**src/design/stl_ram.sv**
```systemverilog
module stl_ram #(
	parameter int WIDTH = 40,
	parameter int DEPTH = 32
) (
	input  logic                                 clk,
	input  logic                                 we,
	input  logic [(DEPTH > 1 ? $clog2(DEPTH) : 1)-1:0] waddr,
	input  logic [WIDTH-1:0]                     wdata,
	input  logic [(DEPTH > 1 ? $clog2(DEPTH) : 1)-1:0] raddr,
	output logic [WIDTH-1:0]                     rdata
);

	logic [WIDTH-1:0] mem [DEPTH];

	// Read returns the old contents when the same entry is written in that cycle.
	always_ff @(posedge clk) begin
		if (we) begin
			mem[waddr] <= wdata;
		end
		rdata <= mem[raddr];
	end

endmodule

```
**config.mk**
```make
export PLATFORM = sky130hd
export DESIGN_NAME = stl_ram
export DESIGN_NICKNAME = d
export VERILOG_FILES = /design/src/design/stl_ram.sv
export SDC_FILE = /design/constraint.sdc
export NUM_CORES = 1
export LEC_CHECK = 0
export ABC_AREA = 0
export BUFFER_PORTS_ARGS = -buffer_cell sky130_fd_sc_hd__buf_2
export CAP_MARGIN = 20
export CORE_MARGIN = 1.5
export CORE_UTILIZATION = 40
export DETAILED_ROUTE_END_ITERATION = 10
export GPL_TIMING_DRIVEN = 0
export PLACE_DENSITY_LB_ADDON = 0.08
export REMOVE_ABC_BUFFERS = 1
export SETUP_SLACK_MARGIN = 0.02
export SLEW_MARGIN = 20
export SYNTH_ARGS = -nofsm -noshare
export SYNTH_HDL_FRONTEND = slang
export SYNTH_SLANG_ARGS = --single-unit
export TNS_END_PERCENT = 10
```
**constraint.sdc**
```tcl
create_clock -name clk -period 4.4 [get_ports clk]
set_input_delay 0.44 -clock clk [delete_from_list [all_inputs] [get_ports clk]]
set_output_delay 0.44 -clock clk [all_outputs]
set_load 0.01 [all_outputs]
```
Word level (Yosys, flattened, before mapping)
Memory sizes are Yosys's and may differ from the RTL's. A register that Yosys moved wholly into a read port is not among the register bits.
Cells that the tools add are included.
{"block": "word_totals", "wordCells": 3, "ram_bits": 1280, "inputBits": 52, "ff_bits": 0, "mem_count": 1, "output_inout_bits": 40}
{"name": "mem", "depth": 32, "width": 40, "read_ports": 1, "rd_clocked_by_memory_dff": 1, "wr": 1, "line_no": "13", "source": "logic [WIDTH-1:0] mem [DEPTH];"}
{"block": "classes", "muxes": 2}
{"operator": "$mux 1", "count": 2}

Logic depth before layout (Yosys ltp)
{"block": "logic_depth", "word_depth": 2, "ltp_mapped": 8}

Worst setup path after synthesis
OpenSTA, ideal clock, no wires.
{"block": "synth_timing", "kind": "input -> register", "from": "input waddr[1] in the netlist's numbering", "to": "memory mem[12][0], enable pin", "path_slack_ns": 1.179, "path_buffers": 1, "stages": 3, "arrival_time_ns": 2.784, "cell_sequence": "or3b_2 > clkbuf_1 > nor2_1"}
{"item": "start, declared", "line_no": "7", "source": "input logic [(DEPTH > 1 ? $clog2(DEPTH) : 1)-1:0] waddr,"}
{"item": "end, declared", "line_no": "13"}
Straight into the memory's write port.

==> results.py <==
metrics = {
    "global_routing": {
        "grt_pass1_wl_mm": 185,
        "grt_max_degree": 106,
        "grt_pass1_vias": 26700,
        "antenna_found_initial": 9,
        "grt-ovfl-total": 0,
        "track_usage": 0.203,
    },
    "floorplan": {
        "fp.dieW_um": 359,
        "start_util": 0.403,
        "rows": 130,
        "die-area_mm2": 0.129,
        "design.core.area_mm2": 0.126,
        "pin_count": 92,
        "chipHeight_um": 359,
    },
    "route": {
        "ant_nets": 0,
        "via_per_inst": 5.46,
        "drt-pass1-iter-count": 7,
        "wl_per_cell_um": 27.1,
        "via_count": 26200,
        "drtIter0Drc": 1984,
        "route.detailed.drc": 0,
        "wl_mm": 130,
    },
    "hold_path": {
        "hp-class": "input pin to flip-flop",
    },
    "worst_setup_path": {
        "cp.required_ps": 4990,
        "worstSetupPathType": "input pin to flip-flop",
        "slowest_delay_ps": 530,
        "rr_endpoint": "rdata[16]",
        "worst_r2r_path_depth": 5,
        "worstPathMaxFanout": 105,
        "reg2reg_slack_ps": 3060,
        "end_kind": "flip-flop",
        "cp.arrival_ps": 3490,
        "crit_end": "rdata[29]",
        "crit_chain": "buf_12, buf_16, buf_16, buf_16, mux2i_1, a22o_1, nor3_1, a31oi_1, nand3_1",
        "crit_path_top_delay_cell": "buf_16",
        "r2r-start": "mem[1][16]",
        "startpoint": "raddr[0]",
        "crit_top_cell": "buf_16",
        "timing.critical_path.from_type": "input pin",
    },
    "sta": {
        "fin_skew_ps": 28.5,
        "fin_crit_sh": 0.660,
        "min_period_ps": 2910,
        "hold_slack_ps": 153,
        "tns_ps": 0,
        "rsz0062_at_grt": "no",
        "final-setup-viol-count": 0,
        "hold_violations": 0,
        "clock.fmax_mhz": 344,
        "slew_headroom": 0.354,
        "worstMarginPinSlew_ps": 966,
        "slew_viol_final": 0,
    },
    "clock_network": {
        "cts_buffer_depth": 3,
        "cts.sinks": 1320,
        "cts_tree": "yes",
        "cts_hold_buf": 0,
        "insertion_delay_ps": 750,
        "htreeDepth": 4,
        "cts-resized-gates": 0,
        "clock-root-buffer": "clkbuf_16",
        "cts_setup_buffers": 0,
        "path_clk_slew_ps": 50,
        "cts_buffers": 144,
    },
    "power_and_ir_drop": {
        "leakagePower_nw": 21.0,
        "clkPwrFrac": 0.435,
        "peakVddDrop_uv": 420,
        "p_comb_frac": 0.051,
        "p_sw_mw": 5.67,
        "pwr-share-seq": 0.515,
        "cellInternalPower_mw": 21.6,
        "p_per_area_mw_per_mm2": 451,
        "power_mw": 27.3,
        "p_sw_frac": 0.208,
    },
    "place": {
        "gp_congestion": 0.679,
        "place_area_mm2": 0.0557,
        "place_hpwl_mm": 84.3,
        "io_buffers": 91,
    },
    "finish": {
        "area_growth_pct": 19.5,
        "final_area_mm2": 0.0604,
        "nets": 3079,
        "fillers": 10400,
        "drive_above_1_share": 0.154,
    },
    "synthesis": {
        "ys_ff_latch": 1320,
        "synth_area_mm2": 0.0506,
        "ys.warnings.count": 0,
        "synth_cell_types": 26,
        "avgSynthCellArea_um2": 18.0,
        "yosysSeqAreaShare": 0.776,
        "synth_cells": 2813,
    },
    "run": {
        "cap_violations": 0,
    },
    "status": {
        "status": "finished clean",
    },
}
## worst max-delay path, delay by kind of cell
| kind | cells | cell delay [ps] |
|---|---|---|
| buffers and inverters | 4 | 1610 |
| AOI/OAI and AO/OA | 2 | 470 |
| muxes | 1 | 260 |
| and+or+nand+nor | 2 | 200 |
## kinds of logic (layout without fill, tap and decap cells)
| kind of cell | after synthesis | after routing | share of synthesized area |
|---|---|---|---|
| AO/OA/AOI/OAI | 360 | 360 | 0.0485 |
| multiplexers | 640 | 640 | 0.127 |
| flip-flops | 1320 | 1320 | 0.776 |
| buffers and inverters | 160 | 491 | 0.0190 |
| AND/OR/NAND/NOR | 333 | 333 | 0.0298 |
| other | 0 | 2 | 0 |
## per-layer routing
layer  global-route usage  share of wire
met5                    0        0.00019
met4               0.0510          0.017
met3               0.0344          0.048
met2                0.316           0.46
met1                0.298           0.47
## power by group through the flow
stage,Sequential (mW),Clock (mW),Combinational (mW)
after global routing,14.0,12.6,1.49
after CTS,14.0,12.1,1.40
after detailed placement,14.3,0,1.39
after floorplan,14.3,0,0.568
final,14.0,11.9,1.38
after global placement,14.3,0,1.79
## per-stage QoR
step / utilization / worst slack [ps] / std cells
6_report: 0.481 / 1490 / 4796
5_1_grt: 0.481 / 1430 / 4794
4_1_cts: 0.481 / 1650 / 4794
3_5_place_dp: 0.444 / 838 / 4531
3_3_place_gp: 0.415 / -12580 / 4394
2_1_floorplan: - / -2150 / 2653
## placed cells by master, fill, tap and decap left out
master      count
clkinvlp_4      3
and2_4          1
clkinv_8        5
clkbuf_8       10
a22oi_1       120
or3b_1          1
dfxtp_1        40
nor2_4         33
inv_6           9
nor3_1         40
nand2_1       121
buf_12         64
nand2_4         1
nand3_1       122
a21oi_1       120
or3b_2          2
nor2b_4         2
clkinv_1       18
nand2b_4        2
clkinv_2       25
diode_2         2
a22o_1         80
buf_16         73
clkbuf_1       32
edfxtp_1     1280
mux2i_1       640
nand3b_1        5
or3_1           1
nor2_1          1
or2_4           1
buf_8           1
clkbuf_16     146
bufinv_16      14
clkinv_4        1
buf_2          90
a31oi_1        40
## cell type report
cell class | count | area (µm²) | area share
sequential | 1320 | 39200 | 0.649
timing repair buffer | 228 | 3760 | 0.0622
tap | 1650 | 2060 | 0.0342
clock inverter | 75 | 805 | 0.0133
clock buffer | 188 | 3910 | 0.0647
antenna | 2 | 5.00 | 0.0000828
multi-input combinational | 1333 | 10700 | 0.176
## synth_stat cells, drive strengths merged
cell type	count	area, µm²
nand3	122	611
or3	1	6.26
nor3	40	200
or2	1	6.26
edfxtp	1280	38400
nor2	34	130
nand2	122	458
buf	95	707
dfxtp	40	801
mux2i	640	6410
nand2b	2	12.5
nor2b	2	12.5
a22oi	120	901
clkbuf	65	255
a22o	80	701
or3b	3	26.3
a31oi	40	250
and2	1	6.26
a21oi	120	601
nand3b	5	37.5
## sequential cells by signal, summed over array words and instances (netlist names)
signal	count
mem	1280
rdata	40
## worst min path at each step
stage | cells past startpoint | from | slack [ps] | end
floorplan | 0 | wdata[0] | 540 | mem[0][0]
global placement | 4 | mem[10][27] | 590 | rdata[27]
detailed placement | 4 | mem[10][17] | 600 | rdata[17]
CTS | 5 | raddr[0] | 100 | rdata[0]
global route | 1 | wdata[19] | 170 | mem[12][19]
finish | 5 | raddr[0] | 150 | rdata[0]
Note: power is estimated with default switching activity, not from simulation.
